$ cat src/usb_ep0_control_transfer_unit_macros.svh
// Assertion macros for the endpoint zero control transfer unit.
// Included by files that carry concurrent checks; uses i_clk and i_rst_n of the includer.
`ifndef USB_EP0_CONTROL_TRANSFER_UNIT_MACROS_SVH
`define USB_EP0_CONTROL_TRANSFER_UNIT_MACROS_SVH

// Same-cycle implication, disabled while reset is asserted.
`define EP0_ASSERT_NOW(label, ante, cons, msg) \
    label: assert property (@(posedge i_clk) disable iff (!i_rst_n) (ante) |-> (cons)) \
        else $error(msg);

// Next-cycle implication, disabled while reset is asserted.
`define EP0_ASSERT_NEXT(label, ante, cons, msg) \
    label: assert property (@(posedge i_clk) disable iff (!i_rst_n) (ante) |=> (cons)) \
        else $error(msg);

`endif

$ cat src/ep0ctu_pkg.sv
// Shared types, codes and helper functions of the endpoint zero control transfer unit.
// No dependencies; every other file but the assertion macros header imports this package.
package ep0ctu_pkg;

    localparam int unsigned MAX_PACKET = 64;
    localparam int unsigned MIN_PACKET = 8;
    localparam int unsigned CFG_ADDR_W = 5;
    localparam int unsigned CFG_DATA_W = 32;

    // Fixed reply lengths of requests that need no configured length.
    localparam logic [9:0] LANGID_LEN      = 10'd4;
    localparam logic [9:0] STATUS_LEN      = 10'd2;
    localparam logic [9:0] CONFIG_BYTE_LEN = 10'd1;

    // Register reset values.
    localparam logic [6:0] RST_MAX_PACKET  = 7'd64;
    localparam logic [7:0] RST_DEVICE_LEN  = 8'd18;
    localparam logic [9:0] RST_CONFIG_LEN  = 10'd32;
    localparam logic [7:0] RST_STRING_LEN  = 8'd2;
    localparam int unsigned NUM_STRINGS    = 5;

    typedef enum logic [1:0] {
        MODE_SETUP    = 2'd0,
        MODE_IN_DONE  = 2'd1,
        MODE_OUT_DONE = 2'd2
    } t_mode;

    typedef enum logic [3:0] {
        SRC_NONE      = 4'd0,
        SRC_DEVICE    = 4'd1,
        SRC_CONFIG    = 4'd2,
        SRC_LANGID    = 4'd3,
        SRC_STR1      = 4'd4,
        SRC_STR2      = 4'd5,
        SRC_STR3      = 4'd6,
        SRC_STR4      = 4'd7,
        SRC_STR5      = 4'd8,
        SRC_CONF_BYTE = 4'd9,
        SRC_STATUS    = 4'd10
    } t_src;

    typedef enum logic [2:0] {
        REG_MAX_PACKET = 3'd0,
        REG_DEVICE_LEN = 3'd1,
        REG_CONFIG_LEN = 3'd2,
        REG_MFR_STR    = 3'd3,
        REG_PROD_STR   = 3'd4,
        REG_SERIAL_STR = 3'd5,
        REG_CONF_STR   = 3'd6,
        REG_IFACE_STR  = 3'd7
    } t_reg_idx;

    // Standard request codes.
    localparam logic [7:0] REQ_GET_STATUS        = 8'd0;
    localparam logic [7:0] REQ_CLEAR_FEATURE     = 8'd1;
    localparam logic [7:0] REQ_SET_FEATURE       = 8'd3;
    localparam logic [7:0] REQ_ASSIGN_ADDR       = 8'd5;
    localparam logic [7:0] REQ_GET_DESCRIPTOR    = 8'd6;
    localparam logic [7:0] REQ_GET_CONFIGURATION = 8'd8;
    localparam logic [7:0] REQ_SET_CONFIGURATION = 8'd9;

    localparam logic [1:0] RTYPE_STANDARD = 2'd0;
    localparam logic [1:0] RTYPE_VENDOR   = 2'd2;
    localparam logic [4:0] RECIP_ENDPOINT = 5'd2;

    localparam logic [7:0] DT_DEVICE = 8'd1;
    localparam logic [7:0] DT_CONFIG = 8'd2;
    localparam logic [7:0] DT_STRING = 8'd3;

    typedef struct packed {
        logic [1:0]  mode;
        logic [7:0]  request_type;
        logic [7:0]  request_code;
        logic [15:0] value_word;
        logic [15:0] index_word;
        logic [15:0] length_word;
    } t_evt;

    typedef struct packed {
        logic       stall_res;
        t_src       source_select;
        logic [9:0] source_offset;
        logic [6:0] tx_count;
        logic       tx_armed;
        logic       rx_armed;
        logic       data_toggle;
        logic       address_commit;
        logic [6:0] device_address;
        logic       configured;
    } t_res;

    typedef struct packed {
        logic [6:0]                       ep0_max_packet;
        logic [7:0]                       device_desc_len;
        logic [9:0]                       config_desc_len;
        logic [NUM_STRINGS-1:0][7:0]      str_len;
    } t_cfg;

    typedef struct packed {
        logic        status_stage;
        logic        multi_packet;
        logic [15:0] remaining_bytes;
        t_src        current_source;
        logic [9:0]  current_offset;
        logic [6:0]  pending_address;
        logic        enumerated;
    } t_state;

    typedef struct packed {
        logic        more;
        t_src        src;
        logic [9:0]  off;
        logic [6:0]  tx_count;
        logic [15:0] rem;
        t_src        next_src;
        logic [9:0]  next_off;
    } t_chunk;

    function automatic logic [6:0] clamp_mps(input logic [6:0] m);
        logic [6:0] r;
        r = m;
        if (m < 7'(MIN_PACKET)) begin
            r = 7'(MIN_PACKET);
        end else if (m > 7'(MAX_PACKET)) begin
            r = 7'(MAX_PACKET);
        end
        return r;
    endfunction

    // Cuts one IN packet from the pending transfer. A final chunk clears
    // the transfer; a zero-length final chunk reports no source.
    function automatic t_chunk send_chunk(input logic [15:0] rem, input t_src src,
                                          input logic [9:0] off, input logic [6:0] mps);
        t_chunk c;
        c = '0;
        c.next_src = SRC_NONE;
        c.src      = SRC_NONE;
        if (rem > {9'd0, mps}) begin
            c.more     = 1'b1;
            c.src      = src;
            c.off      = off;
            c.tx_count = mps;
            c.rem      = rem - {9'd0, mps};
            c.next_src = src;
            c.next_off = off + {3'd0, mps};
        end else if (rem != 16'd0) begin
            c.src      = src;
            c.off      = off;
            c.tx_count = rem[6:0];
        end
        return c;
    endfunction

endpackage

$ cat src/ep0ctu_evt_if.sv
// Event channel of the endpoint zero control transfer unit.
// Depends on ep0ctu_pkg for the item type.
interface ep0ctu_evt_if import ep0ctu_pkg::*; ();
    logic valid;
    logic ready;
    t_evt item;

    modport source (output valid, output item, input ready);
    modport sink   (input valid, input item, output ready);
endinterface

$ cat src/ep0ctu_res_if.sv
// Result channel of the endpoint zero control transfer unit.
// Depends on ep0ctu_pkg for the item type.
interface ep0ctu_res_if import ep0ctu_pkg::*; ();
    logic valid;
    logic ready;
    t_res item;

    modport source (output valid, output item, input ready);
    modport sink   (input valid, input item, output ready);
endinterface

$ cat src/usb_ep0_control_transfer_unit.sv
// Endpoint zero control transfer unit. Each event item (setup, IN done, OUT
// done) is captured in an input register, decoded combinationally against
// the transfer state and written to a result register together with the
// updated state once that register is free or drains. One item is taken
// every cycle as long as results are drained. While a finished result waits
// to be taken, the input register holds its item, so the input stalls once
// both registers are full. The APB registers should only be written while
// no event is in flight.
`include "usb_ep0_control_transfer_unit_macros.svh"

module usb_ep0_control_transfer_unit import ep0ctu_pkg::*; (
    input  logic                  i_clk,
    input  logic                  i_rst_n,
    ep0ctu_evt_if.sink            i_evt,
    ep0ctu_res_if.source          o_res,
    input  logic                  psel,
    input  logic                  penable,
    input  logic                  pwrite,
    input  logic [CFG_ADDR_W-1:0] paddr,
    input  logic [CFG_DATA_W-1:0] pwdata,
    output logic [CFG_DATA_W-1:0] prdata,
    output logic                  pready
);

    t_cfg   cfg;
    logic   r_in_valid;
    t_evt   r_in_item;
    logic   r_out_valid;
    t_res   r_out_item;
    t_state r_state;
    t_state n_state;
    t_res   n_res;
    logic   advance;

    ep0ctu_apb_regs u_regs (
        .i_clk   (i_clk),
        .i_rst_n (i_rst_n),
        .psel    (psel),
        .penable (penable),
        .pwrite  (pwrite),
        .paddr   (paddr),
        .pwdata  (pwdata),
        .prdata  (prdata),
        .pready  (pready),
        .o_cfg   (cfg)
    );

    ep0ctu_step u_step (
        .i_evt   (r_in_item),
        .i_state (r_state),
        .i_cfg   (cfg),
        .o_state (n_state),
        .o_res   (n_res)
    );

    // The held item is processed when the result register is free or drains now.
    assign advance     = r_in_valid && (!r_out_valid || o_res.ready);
    assign i_evt.ready = !r_in_valid || advance;
    assign o_res.valid = r_out_valid;
    assign o_res.item  = r_out_item;

    always_ff @(posedge i_clk) begin
        if (!i_rst_n) begin
            r_in_valid  <= 1'b0;
            r_out_valid <= 1'b0;
            r_state     <= '0;
        end else begin
            if (i_evt.ready) begin
                r_in_valid <= i_evt.valid;
            end
            if (advance) begin
                r_out_valid <= 1'b1;
                r_state     <= n_state;
            end else if (o_res.ready) begin
                r_out_valid <= 1'b0;
            end
        end
    end

    always_ff @(posedge i_clk) begin
        if (i_evt.valid && i_evt.ready) begin
            r_in_item <= i_evt.item;
        end
        if (advance) begin
            r_out_item <= n_res;
        end
    end

    `EP0_ASSERT_NOW(a_stall_not_armed, r_out_valid && r_out_item.stall_res,
        !r_out_item.tx_armed && !r_out_item.rx_armed, "stalled result arms an endpoint side")
    `EP0_ASSERT_NOW(a_commit_in_status, r_out_valid && r_out_item.address_commit,
        r_out_item.rx_armed && r_out_item.device_address != 7'd0,
        "address commit outside a valid status stage")
    `EP0_ASSERT_NOW(a_tx_count_bound, r_out_valid, r_out_item.tx_count <= 7'(MAX_PACKET),
        "IN packet larger than maximum packet size")
    `EP0_ASSERT_NOW(a_empty_has_no_source, r_state.remaining_bytes == 16'd0,
        r_state.current_source == SRC_NONE, "empty transfer still names a source")
    `EP0_ASSERT_NEXT(a_enumerated_sticks, r_state.enumerated, r_state.enumerated,
        "configured flag cleared without reset")

endmodule

$ cat src/ep0ctu_apb_regs.sv
// APB configuration registers: packet size and descriptor lengths.
// Depends on ep0ctu_pkg.
module ep0ctu_apb_regs import ep0ctu_pkg::*; (
    input  logic                  i_clk,
    input  logic                  i_rst_n,
    input  logic                  psel,
    input  logic                  penable,
    input  logic                  pwrite,
    input  logic [CFG_ADDR_W-1:0] paddr,
    input  logic [CFG_DATA_W-1:0] pwdata,
    output logic [CFG_DATA_W-1:0] prdata,
    output logic                  pready,
    output t_cfg                  o_cfg
);

    t_cfg     r_cfg;
    t_reg_idx w_idx;
    logic     w_wr;

    assign pready = 1'b1;
    assign w_idx  = t_reg_idx'(paddr[CFG_ADDR_W-1:2]);
    assign w_wr   = psel && penable && pwrite && pready;
    assign o_cfg  = r_cfg;

    always_ff @(posedge i_clk) begin
        if (!i_rst_n) begin
            r_cfg.ep0_max_packet  <= RST_MAX_PACKET;
            r_cfg.device_desc_len <= RST_DEVICE_LEN;
            r_cfg.config_desc_len <= RST_CONFIG_LEN;
            r_cfg.str_len         <= {NUM_STRINGS{RST_STRING_LEN}};
        end else if (w_wr) begin
            unique case (w_idx)
                REG_MAX_PACKET: r_cfg.ep0_max_packet  <= pwdata[6:0];
                REG_DEVICE_LEN: r_cfg.device_desc_len <= pwdata[7:0];
                REG_CONFIG_LEN: r_cfg.config_desc_len <= pwdata[9:0];
                REG_MFR_STR:    r_cfg.str_len[0]      <= pwdata[7:0];
                REG_PROD_STR:   r_cfg.str_len[1]      <= pwdata[7:0];
                REG_SERIAL_STR: r_cfg.str_len[2]      <= pwdata[7:0];
                REG_CONF_STR:   r_cfg.str_len[3]      <= pwdata[7:0];
                REG_IFACE_STR:  r_cfg.str_len[4]      <= pwdata[7:0];
                default: ;
            endcase
        end
    end

    always_comb begin
        prdata = '0;
        unique case (w_idx)
            REG_MAX_PACKET: prdata = CFG_DATA_W'(r_cfg.ep0_max_packet);
            REG_DEVICE_LEN: prdata = CFG_DATA_W'(r_cfg.device_desc_len);
            REG_CONFIG_LEN: prdata = CFG_DATA_W'(r_cfg.config_desc_len);
            REG_MFR_STR:    prdata = CFG_DATA_W'(r_cfg.str_len[0]);
            REG_PROD_STR:   prdata = CFG_DATA_W'(r_cfg.str_len[1]);
            REG_SERIAL_STR: prdata = CFG_DATA_W'(r_cfg.str_len[2]);
            REG_CONF_STR:   prdata = CFG_DATA_W'(r_cfg.str_len[3]);
            REG_IFACE_STR:  prdata = CFG_DATA_W'(r_cfg.str_len[4]);
            default: ;
        endcase
    end

endmodule

$ cat src/ep0ctu_step.sv
// Combinational request decode and transfer sequencing for one event.
// Depends on ep0ctu_pkg for types, codes and the chunk helper.
module ep0ctu_step import ep0ctu_pkg::*; (
    input  t_evt   i_evt,
    input  t_state i_state,
    input  t_cfg   i_cfg,
    output t_state o_state,
    output t_res   o_res
);

    logic [6:0] mps;
    logic [1:0] rtype;
    logic [4:0] recip;
    logic [7:0] dtype;
    logic [7:0] dix;
    logic [2:0] sidx;
    logic [9:0] len;
    logic [9:0] cut;
    t_src       src;
    logic       stall;
    logic       addr_req;
    logic       big;
    logic       ep_ok;
    t_chunk     ch;
    t_state     ns;
    t_res       res;

    always_comb begin
        mps      = clamp_mps(i_cfg.ep0_max_packet);
        rtype    = i_evt.request_type[6:5];
        recip    = i_evt.request_type[4:0];
        dtype    = i_evt.value_word[15:8];
        dix      = i_evt.value_word[7:0];
        sidx     = 3'(dix - 8'd1);
        // Endpoints one to three in either direction.
        ep_ok    = (i_evt.index_word[6:2] == 5'd0) && (i_evt.index_word[1:0] != 2'd0);
        big      = i_state.remaining_bytes > {9'd0, mps};
        len      = '0;
        cut      = '0;
        src      = SRC_NONE;
        stall    = 1'b0;
        addr_req = 1'b0;
        ch       = '0;
        ns       = i_state;
        res      = '0;

        unique case (t_mode'(i_evt.mode))
            MODE_SETUP: begin
                ns.status_stage    = 1'b0;
                ns.multi_packet    = 1'b0;
                ns.remaining_bytes = '0;
                ns.current_source  = SRC_NONE;
                ns.current_offset  = '0;
                if (rtype == RTYPE_STANDARD) begin
                    unique case (i_evt.request_code)
                        REQ_GET_DESCRIPTOR: begin
                            if (dtype == DT_DEVICE) begin
                                len = {2'd0, i_cfg.device_desc_len};
                                src = SRC_DEVICE;
                            end else if (dtype == DT_CONFIG) begin
                                len = i_cfg.config_desc_len;
                                src = SRC_CONFIG;
                            end else if (dtype == DT_STRING && dix == 8'd0) begin
                                len = LANGID_LEN;
                                src = SRC_LANGID;
                            end else if (dtype == DT_STRING && dix <= 8'(NUM_STRINGS)) begin
                                len = {2'd0, i_cfg.str_len[sidx]};
                                src = t_src'(4'(SRC_STR1) + {1'b0, sidx});
                            end else begin
                                stall = 1'b1;
                            end
                        end
                        REQ_ASSIGN_ADDR: begin
                            addr_req           = 1'b1;
                            ns.pending_address = i_evt.value_word[6:0];
                        end
                        REQ_GET_CONFIGURATION: begin
                            len = CONFIG_BYTE_LEN;
                            src = SRC_CONF_BYTE;
                        end
                        REQ_SET_CONFIGURATION: ns.enumerated = 1'b1;
                        REQ_CLEAR_FEATURE, REQ_SET_FEATURE: begin
                            stall = !(recip == RECIP_ENDPOINT && ep_ok);
                        end
                        REQ_GET_STATUS: begin
                            len = STATUS_LEN;
                            src = SRC_STATUS;
                        end
                        default: ;
                    endcase
                end else if (rtype != RTYPE_VENDOR) begin
                    stall = 1'b1;
                end

                if (stall) begin
                    res.stall_res = 1'b1;
                end else begin
                    cut = ({6'd0, len} > i_evt.length_word) ? i_evt.length_word[9:0] : len;
                    ns.remaining_bytes = {6'd0, cut};
                    ns.current_source  = (cut != 10'd0) ? src : SRC_NONE;
                    res.tx_armed       = 1'b1;
                    res.data_toggle    = 1'b1;
                    // An address request goes straight to its status stage.
                    if (addr_req) begin
                        ns.status_stage = 1'b1;
                    end else begin
                        ch = send_chunk(ns.remaining_bytes, ns.current_source, 10'd0, mps);
                        res.source_select  = ch.src;
                        res.source_offset  = ch.off;
                        res.tx_count       = ch.tx_count;
                        ns.remaining_bytes = ch.rem;
                        ns.current_source  = ch.next_src;
                        ns.current_offset  = ch.next_off;
                        ns.multi_packet    = ch.more;
                    end
                end
            end
            MODE_IN_DONE: begin
                if (!i_state.status_stage) begin
                    if (big || i_state.multi_packet) begin
                        ch = send_chunk(i_state.remaining_bytes, i_state.current_source,
                                        i_state.current_offset, mps);
                        res.source_select  = ch.src;
                        res.source_offset  = ch.off;
                        res.tx_count       = ch.tx_count;
                        res.tx_armed       = 1'b1;
                        ns.remaining_bytes = ch.rem;
                        ns.current_source  = ch.next_src;
                        ns.current_offset  = ch.next_off;
                        if (!big) begin
                            ns.multi_packet = 1'b0;
                        end
                    end else begin
                        ns.remaining_bytes = '0;
                        ns.current_source  = SRC_NONE;
                        ns.current_offset  = '0;
                        ns.status_stage    = 1'b1;
                        res.rx_armed       = 1'b1;
                        res.data_toggle    = 1'b1;
                    end
                end else begin
                    ns.status_stage = 1'b0;
                    ns.multi_packet = 1'b0;
                    res.rx_armed    = 1'b1;
                    if (i_state.pending_address != 7'd0 && i_state.remaining_bytes == 16'd0) begin
                        res.address_commit = 1'b1;
                        res.device_address = i_state.pending_address;
                        ns.pending_address = '0;
                    end
                end
            end
            MODE_OUT_DONE: begin
                if (!i_state.status_stage) begin
                    ns.status_stage = 1'b1;
                    res.tx_armed    = 1'b1;
                    res.data_toggle = 1'b1;
                end else begin
                    ns.status_stage = 1'b0;
                    ns.multi_packet = 1'b0;
                    res.rx_armed    = 1'b1;
                end
            end
            default: ;
        endcase

        res.configured = ns.enumerated;
        o_state        = ns;
        o_res          = res;
    end

endmodule

$ cat src/flat_wrapper.sv
// flat-port wrapper written by rule: the top's interface ports become plain ports
module usb_ep0_control_transfer_unit_flat import ep0ctu_pkg::*;
  (i_clk, i_rst_n, psel, penable, pwrite, paddr, pwdata, prdata, pready, i_evt_valid, i_evt_item, i_evt_ready, o_res_valid, o_res_item, o_res_ready);
  ep0ctu_evt_if i_evt_i ();
  ep0ctu_res_if o_res_i ();
  input  logic i_clk;
  input  logic i_rst_n;
  input  logic psel;
  input  logic penable;
  input  logic pwrite;
  input  logic [CFG_ADDR_W-1:0] paddr;
  input  logic [CFG_DATA_W-1:0] pwdata;
  output logic [CFG_DATA_W-1:0] prdata;
  output logic pready;
  input wire logic [$bits(i_evt_i.valid)-1:0] i_evt_valid;
  input wire logic [$bits(i_evt_i.item)-1:0] i_evt_item;
  output wire logic [$bits(i_evt_i.ready)-1:0] i_evt_ready;
  output wire logic [$bits(o_res_i.valid)-1:0] o_res_valid;
  output wire logic [$bits(o_res_i.item)-1:0] o_res_item;
  input wire logic [$bits(o_res_i.ready)-1:0] o_res_ready;
  assign i_evt_i.valid = i_evt_valid;
  assign i_evt_i.item = i_evt_item;
  assign i_evt_ready = i_evt_i.ready;
  assign o_res_valid = o_res_i.valid;
  assign o_res_item = o_res_i.item;
  assign o_res_i.ready = o_res_ready;
  usb_ep0_control_transfer_unit u_core (.i_clk(i_clk), .i_rst_n(i_rst_n), .i_evt(i_evt_i), .o_res(o_res_i), .psel(psel), .penable(penable), .pwrite(pwrite), .paddr(paddr), .pwdata(pwdata), .prdata(prdata), .pready(pready));
endmodule
$ cat config.mk
export PLATFORM = sky130hd
export DESIGN_NAME = usb_ep0_control_transfer_unit_flat
export DESIGN_NICKNAME = d
export VERILOG_FILES = /design/src/ep0ctu_pkg.sv /design/src/ep0ctu_evt_if.sv /design/src/ep0ctu_res_if.sv /design/src/usb_ep0_control_transfer_unit.sv /design/src/ep0ctu_apb_regs.sv /design/src/ep0ctu_step.sv /design/src/flat_wrapper.sv
export VERILOG_INCLUDE_DIRS = /design/src /design/src/src
export SDC_FILE = /design/constraint.sdc
export NUM_CORES = 1
export LEC_CHECK = 0
export BUFFER_PORTS_ARGS = -buffer_cell sky130_fd_sc_hd__buf_2
export CAP_MARGIN = 25
export CORE_AREA = 2 2 151 153
export DETAILED_ROUTE_END_ITERATION = 6
export DIE_AREA = 0 0 153 155
export GPL_ROUTABILITY_DRIVEN = 0
export PLACE_DENSITY = 0.74
export SETUP_SLACK_MARGIN = 0.4
export SLEW_MARGIN = 0
export SYNTH_ARGS = -nofsm -noshare
export SYNTH_HDL_FRONTEND = slang
export SYNTH_SLANG_ARGS = --single-unit
$ cat constraint.sdc
create_clock -name i_clk -period 6.25 [get_ports i_clk]
set_input_delay 0 -clock i_clk [delete_from_list [all_inputs] [get_ports i_clk]]
set_output_delay 0 -clock i_clk [all_outputs]
set_load 0.005 [all_outputs]
---- Word level (Yosys, flattened, before mapping) ----
Cells that the tools add are included.
word-level totals
  word-level logic and storage cells ...... 193
  register bits after elaboration ......... 197
cells by class
  add/sub/neg operators ................... 5
  muxes and demuxes ....................... 74
  eq/ne operators ......................... 29
  reduce and logical (&&, ||, !) cells .... 45
  magnitude comparators ................... 7
operators by type and width
  kind                count
  $pmux 32 s8         1
  $mux 30             4
  $mux 21             5
  $pmux 37 s2         1
  $mux 22             3
  $mux 10             5
  $pmux 21 s2         1
  $mux 8              5
  $mux 7              5
  $mux 32             1
  $mux 31             1
  $pmux 10 s3         1
  $mux 1              26
  $bmux 8 s3          1
  $eq 8x2->1 const B  3
  $mux 4              6
  $reduce_and 2->1    10
  $eq 8x1->1 const B  2
  $eq 8x3->1 const B  2
  $eq 8x4->1 const B  2
  $gt 10x16->1        1
  $gt 16x7->1         1
  $logic_not 16->1    1
  $logic_not 8->1     2
  other kinds (41)    70

---- Logic depth before layout (Yosys ltp) ----
  word-level depth ........................ 19
  depth in mapped cells ................... 28

---- Cells and area by module ----
Synthesis repeated with hierarchy kept, for this count alone.
second synthesis, totals
  cells, all modules ...................... 1313
  area, all modules ....................... 12296.8 µm²
modules (own cells, without submodules)
  module                         cells an instance  area each (µm²)  instances  seq. area each (µm²)
  usb_ep0_control_transfer_unit  283                4724.5           1          3843.7
  ep0ctu_step                    640                4269.1           1          0.0
  ep0ctu_apb_regs                390                3303.2           1          1301.2

---- Worst setup path after synthesis ----
Ideal clock, no wire load.
  kind .................................... register to register
  start ................................... register u_core.r_in_item[32] (netlist name)
  end ..................................... register u_core.r_out_item, in the netlist u_core.o_res.item[13] (data pin)
  setup slack ............................. 256 ps
  data arrival time ....................... 5839 ps
  setup time .............................. 155 ps
  cell stages (with the launch flop) ...... 29
  data required time ...................... 6095 ps
  buffers on the path ..................... 5
  cells stage by stage .................... edfxtp_1 buf_6 buf_2 inv_1 ha_1 buf_2 mux4_2 and2_1 o21ai_1 o22a_1 nor2_1 ha_1 and3_1 nand3_1 o31a_1 o21ai_1 clkbuf_1 mux2i_1 inv_1 ha_1 nor2b_1 o31ai_1 a21oi_1 o21ai_0 a21oi_1 or2_1 buf_6 mux2_4 o22ai_1
RTL lines
  what                    RTL line                             text
  start, declared         usb_ep0_control_transfer_unit.sv:27  t_evt r_in_item;
  start signal, assigned  usb_ep0_control_transfer_unit.sv:82  r_in_item <= i_evt.item;
  end signal, assigned    usb_ep0_control_transfer_unit.sv:85  r_out_item <= n_res;
  end, declared           usb_ep0_control_transfer_unit.sv:29  t_res r_out_item;

---- Worst setup path in the final report ----
  start ................................... register u_core.r_in_item[33] (netlist name)
  end ..................................... register u_core.r_state[27] (netlist name)
on the way
  cells in the longest elaborated chain, start to end .. 17
ends and longest elaborated chain
  what                                                 RTL line                              text
  $sub 3x1->3                                          ep0ctu_step.sv:34                     sidx = 3'(dix - 8'd1);
  $bmux 8 s3                                           ep0ctu_step.sv:67                     len = {2'd0, i_cfg.str_len[sidx]};
  $mux 8 (implied by the code)                         ep0ctu_step.sv:67
  $mux 8                                               ep0ctu_step.sv:66                     end else if (dtype == DT_STRING && dix <= 8'(NUM_STRINGS)) begin
  $mux 8                                               ep0ctu_step.sv:63                     end else if (dtype == DT_STRING && dix == 8'd0) begin
  $mux 10                                              ep0ctu_step.sv:60                     end else if (dtype == DT_CONFIG) begin
  $mux 10                                              ep0ctu_step.sv:57                     if (dtype == DT_DEVICE) begin
  $pmux 10 s3                                          ep0ctu_step.sv:55                     unique case (i_evt.request_code)
  $mux 10                                              ep0ctu_step.sv:54                     if (rtype == RTYPE_STANDARD) begin
  $mux 10                                              ep0ctu_step.sv:47                     unique case (t_mode'(i_evt.mode))
  $gt 10x16->1                                         ep0ctu_step.sv:98                     cut = ({6'd0, len} > i_evt.length_word) ? i_evt.length_word[9:0] : len;
  $mux 10                                              ep0ctu_step.sv:98
  $sub 10x7->11 / $gt 10x7->1 (equally long branches)  ep0ctu_pkg.sv:143, ep0ctu_pkg.sv:138
  $mux 30                                              ep0ctu_pkg.sv:138                     if (rem > {9'd0, mps}) begin
  $mux 31                                              ep0ctu_step.sv:104                    if (addr_req) begin
  $mux 32 (*)                                          ep0ctu_step.sv:95                     if (stall) begin
  $pmux 37 s2 (*)                                      ep0ctu_step.sv:47
  end signal, assigned                                 usb_ep0_control_transfer_unit.sv:73   r_state <= n_state;
  end, declared                                        usb_ep0_control_transfer_unit.sv:30   t_state r_state;
Every way passes the cells marked *; elsewhere a longest branch is shown, timed or not. The select of a mux whose other input is x is not followed.
A chain may end at the register's enable or synchronous reset.

==> metrics.txt <==
# TYPE chip_impl_metric gauge
chip_impl_info{name="synth.top_cells.by_area",value="edfxtp_1 (25%), dfxtp_1 (20%), mux2i_1 (7.3%), nor2_1 (4.4%), ha_1 (4.3%)"} 1
chip_impl_metric{name="dieHeight",unit="um"} 155
chip_impl_metric{name="compound_cell_area_share_of_the_yosys_netlist",unit="%"} 15.5
chip_impl_metric{name="timing.reg2reg.worst_path_depth",unit=""} 24
chip_impl_metric{name="grt_pass1_vias",unit=""} 8715
chip_impl_metric{name="max_cap_viol_count",unit=""} 0
chip_impl_metric{name="area_growth",unit="%"} 20.8
chip_impl_metric{name="yosys.area_share.xor_xnor",unit="%"} 1.21
chip_impl_metric{name="worst_skew_pair.late_latency",unit="ns"} 0.45
chip_impl_metric{name="port_buffers",unit=""} 121
chip_impl_metric{name="final.hold.worst_slack",unit="ns"} 0.0556
chip_impl_metric{name="timing.final.hold_violations",unit=""} 0
chip_impl_metric{name="fillCellCount",unit=""} 1809
chip_impl_metric{name="timing.critical_path.arrival",unit="ns"} 6.02
chip_impl_info{name="result_of_the_run",value="complete, no violations"} 1
chip_impl_metric{name="sequential_cell_area_fraction_in_the_yosys_report",unit="%"} 44.7
chip_impl_metric{name="detail_route.wl_per_cell",unit="um"} 18.9
chip_impl_info{name="clock_tree_from_tritoncts",value="built"} 1
chip_impl_metric{name="antenna_found_initial",unit=""} 0
chip_impl_info{name="mostFrequentLayoutCell",value="nor2_1"} 1
chip_impl_metric{name="post_synth_num_cell_types",unit=""} 85
chip_impl_metric{name="route.detailed.vias_per_inst",unit=""} 5.86
chip_impl_metric{name="cts_buffers",unit=""} 17
chip_impl_info{name="dominantRegCellSynth",value="dfxtp_1"} 1
chip_impl_metric{name="place.detailed.hpwl",unit="um"} 20200
chip_impl_info{name="worst_hold_check_path_type",value="input port to flop"} 1
chip_impl_metric{name="antenna_cells",unit=""} 0
chip_impl_metric{name="place_ws",unit="ns"} 0.213
chip_impl_metric{name="p_leak",unit="uW"} 0.00514
chip_impl_metric{name="power_density",unit="mW/mm^2"} 218
chip_impl_metric{name="ios",unit=""} 179
chip_impl_info{name="synth_top_family_by_area",value="simple AND/OR/NAND/NOR gates"} 1
chip_impl_metric{name="clk_transition_reported_paths",unit="ns"} 0.07
chip_impl_metric{name="synth.avg_cell_area",unit="um^2"} 10.2
chip_impl_metric{name="synth-warning-count",unit=""} 0
chip_impl_info{name="cts.root.buffer_cell",value="clkbuf_16"} 1
chip_impl_metric{name="drc",unit=""} 0
chip_impl_metric{name="track_usage",unit="%"} 24.3
chip_impl_info{name="worst-setup-path-type",value="flop to flop"} 1
chip_impl_metric{name="setup_viol",unit=""} 0
chip_impl_metric{name="post_route_fraction_of_the_period_consumed_by_the_critical_path",unit="%"} 90.2
chip_impl_metric{name="finalSetupTns",unit="ns"} 0
chip_impl_metric{name="timing.critical_path.required",unit="ns"} 6.63
chip_impl_metric{name="clock-skew-final",unit="ns"} 0.0121
chip_impl_metric{name="cts-root-to-sink-buffers",unit=""} 2
chip_impl_metric{name="synth.mux.area_fraction",unit="%"} 12.4
chip_impl_metric{name="width_of_the_chip",unit="um"} 153
chip_impl_metric{name="finish.utilization",unit="%"} 58.9
chip_impl_info{name="critPathLaunchType",value="flop"} 1
chip_impl_metric{name="finalCriticalPeriod",unit="ns"} 5.64
chip_impl_metric{name="async_s_r_ff_share_synth",unit="%"} 0
chip_impl_metric{name="num_vias",unit=""} 9066
chip_impl_metric{name="maxSlewHeadroom",unit="%"} 29.6
chip_impl_metric{name="number_of_levels_the_h_tree_was_split_into",unit=""} 4
chip_impl_metric{name="postSynthCellCount",unit=""} 1065
chip_impl_metric{name="first_pass_iters",unit=""} 6
chip_impl_metric{name="post_synth_fa_ha_maj_area_fraction",unit="%"} 4.83
chip_impl_metric{name="worstHoldPathCells",unit=""} 2
chip_impl_metric{name="cp_max_fo",unit=""} 14
chip_impl_metric{name="vdd_drop_max",unit="uV"} 229
chip_impl_metric{name="maximum_number_of_pins_on_one_net_before_global_route_repair",unit=""} 66
chip_impl_metric{name="synth.cell_area",unit="mm^2"} 0.0108
chip_impl_metric{name="core_region_area",unit="mm^2"} 0.0222
chip_impl_metric{name="drt_iter0_markers",unit=""} 834
chip_impl_metric{name="initial_utilization",unit="%"} 48.7
chip_impl_metric{name="nNetsFinal",unit=""} 1398
chip_impl_metric{name="detail_route.wirelength",unit="um"} 29200
chip_impl_metric{name="ys_ff_latch",unit=""} 197
chip_impl_metric{name="actual_transition_at_the_worst_max_transition_pin",unit="ns"} 1.05
chip_impl_metric{name="synth_edf_count",unit=""} 90
chip_impl_metric{name="final_max_slew_viol_count",unit=""} 0
chip_impl_metric{name="grt_overflow",unit=""} 0
chip_impl_metric{name="dieArea",unit="mm^2"} 0.0237
chip_impl_metric{name="achievable-frequency",unit="MHz"} 177
chip_impl_info{name="end_kind",value="flop"} 1
chip_impl_metric{name="yosysTopAreaCellShare",unit="%"} 24.9
chip_impl_info{name="unrepaired_setup_endpoints_after_global_routing",value="false"} 1
chip_impl_metric{name="place_area",unit="mm^2"} 0.0117
chip_impl_metric{name="grt_first_pass_wirelength",unit="um"} 45300
chip_impl_metric{name="clkSinkCount",unit=""} 197
chip_impl_metric{name="final_layout_size_suffix_gt1_share",unit="%"} 20.9
chip_impl_metric{name="fp-row-count",unit=""} 55
chip_impl_metric{name="finalWorstSetupSlack",unit="ns"} 0.614
chip_impl_info{name="synth.largest_area_cell",value="edfxtp_1"} 1
chip_impl_metric{name="stdcell_area",unit="mm^2"} 0.0131
chip_impl_metric{name="post_synth_and_or_nand_nor_area_fraction",unit="%"} 15.9
chip_impl_info{name="layout_common_cells",value="nor2_1 (127), buf_2 (121), dfxtp_1 (107)"} 1
chip_impl_metric{name="antenna_violating_nets_post_route",unit=""} 0
==> timing repair <==
action	CTS	global route
setup endpoints to repair	15	35
endpoints found under the hold margin	123	0
gates resized for setup	5	14
setup buffers	1	3
pin swaps	0	4
hold buffers	69	0
==> synthesized netlist by cell type, types with 9 or more instances <==
cell type and number:
o21ai_0 56, mux2i_1 79, a22oi_1 12, o31ai_1 13, dfxtp_1 107, buf_4 24
nand4_1 13, o21a_1 9, clkbuf_1 37, a21o_1 9, ha_1 37, mux4_2 17
a21oi_1 60, nand3_1 19, nor2b_1 15, nor2_1 128, mux2_2 12, nor4_1 10
nor3_1 17, and2_1 23, edfxtp_1 90, nand2_1 51, o22ai_1 12, inv_1 46
==> power breakdown <==
part	switching (uW)	internal (uW)	total (uW)
combinational	168	130	297
clock	514	625	1140
sequential	28.2	1390	1420
total	710	2140	2850
==> worst max-delay path, stage by stage (launching register included) <==
cell and delay [ns]:
edfxtp_1 0.39, inv_1 0.10, ha_2 0.33, buf_4 0.19, mux4_2 0.26, nand4_1 0.15, a21o_1 0.22, a221oi_4 0.30
ha_1 0.31, nand2_1 0.08, o21bai_1 0.12, a21oi_1 0.14, o21ai_2 0.23, buf_4 0.21, mux2_2 0.39, ha_1 0.35
o21a_1 0.15, o31ai_2 0.09, a21oi_1 0.23, o21ai_0 0.16, a21oi_2 0.28, o211ai_2 0.10, buf_4 0.22, nor3_1 0.33
o221a_2 0.25
==> worst paths after layout <==
path | startpoint | to | slack (ns)
worst max-delay path | u_core.r_in_item[33]$_DFFE_PP_ | u_core.r_state[27]$_SDFFE_PN0P_ | 0.61
worst min-delay path | i_rst_n | u_core.u_regs.o_cfg[51]$_SDFFE_PN1P_ | 0.06
worst max register to register | u_core.r_in_item[33]$_DFFE_PP_ | u_core.r_state[27]$_SDFFE_PN0P_ | 0.61
worst min register to register | u_core.r_state[18]$_SDFFE_PN0P_ | u_core.r_state[18]$_SDFFE_PN0P_ | 0.45
==> state kept, by name, summed over array words and instances (netlist names) <==
signal	flops
u_core.r_in_valid	1
u_core.u_regs.o_cfg	65
u_core.o_res.item	34
u_core.r_in_item	56
u_core.r_state	40
u_core.o_res.valid	1
==> final cells by class <==
class	count	area [um^2]	area share, %
Clock buffer	24	546	4.17
Timing Repair Buffer	220	1530	11.7
Multi-Input combinational cell	766	5570	42.5
Clock inverter	8	72.6	0.554
Tap cell	285	357	2.72
Sequential cell	197	4840	37.0
Inverter	46	173	1.32
==> metrics by stage <==
| step | std cells | power [uW] |
|---|---|---|
| after floorplan | 1086 | 1620 |
| after global placement | 1438 | 1690 |
| after detailed placement | 1439 | 1700 |
| after CTS | 1541 | 2850 |
| after global routing | 1546 | 2950 |
| final | 1546 | 2850 |
==> kinds of logic (layout without fill, tap and decap cells) <==
logic type	count (synthesis)	in the layout
buf+inv	123	298
fa+ha+maj	40	40
xor+xnor	15	15
simple gates	333	333
compound gates	245	245
flops	197	197
other cells	2	23
mux	110	110
==> layer usage <==
metal	GRT usage [%]	part of all wire [%]	vias to the layer above	routed length (um)
met4	9.79	3.8	0	1100
met2	41.6	48	426	14000
met5	0	0	-	0
met1	29.9	40	4295	11800
li1	-	-	4254	-
met3	5.32	7.9	91	2300
(Power assumes the default switching activity.)
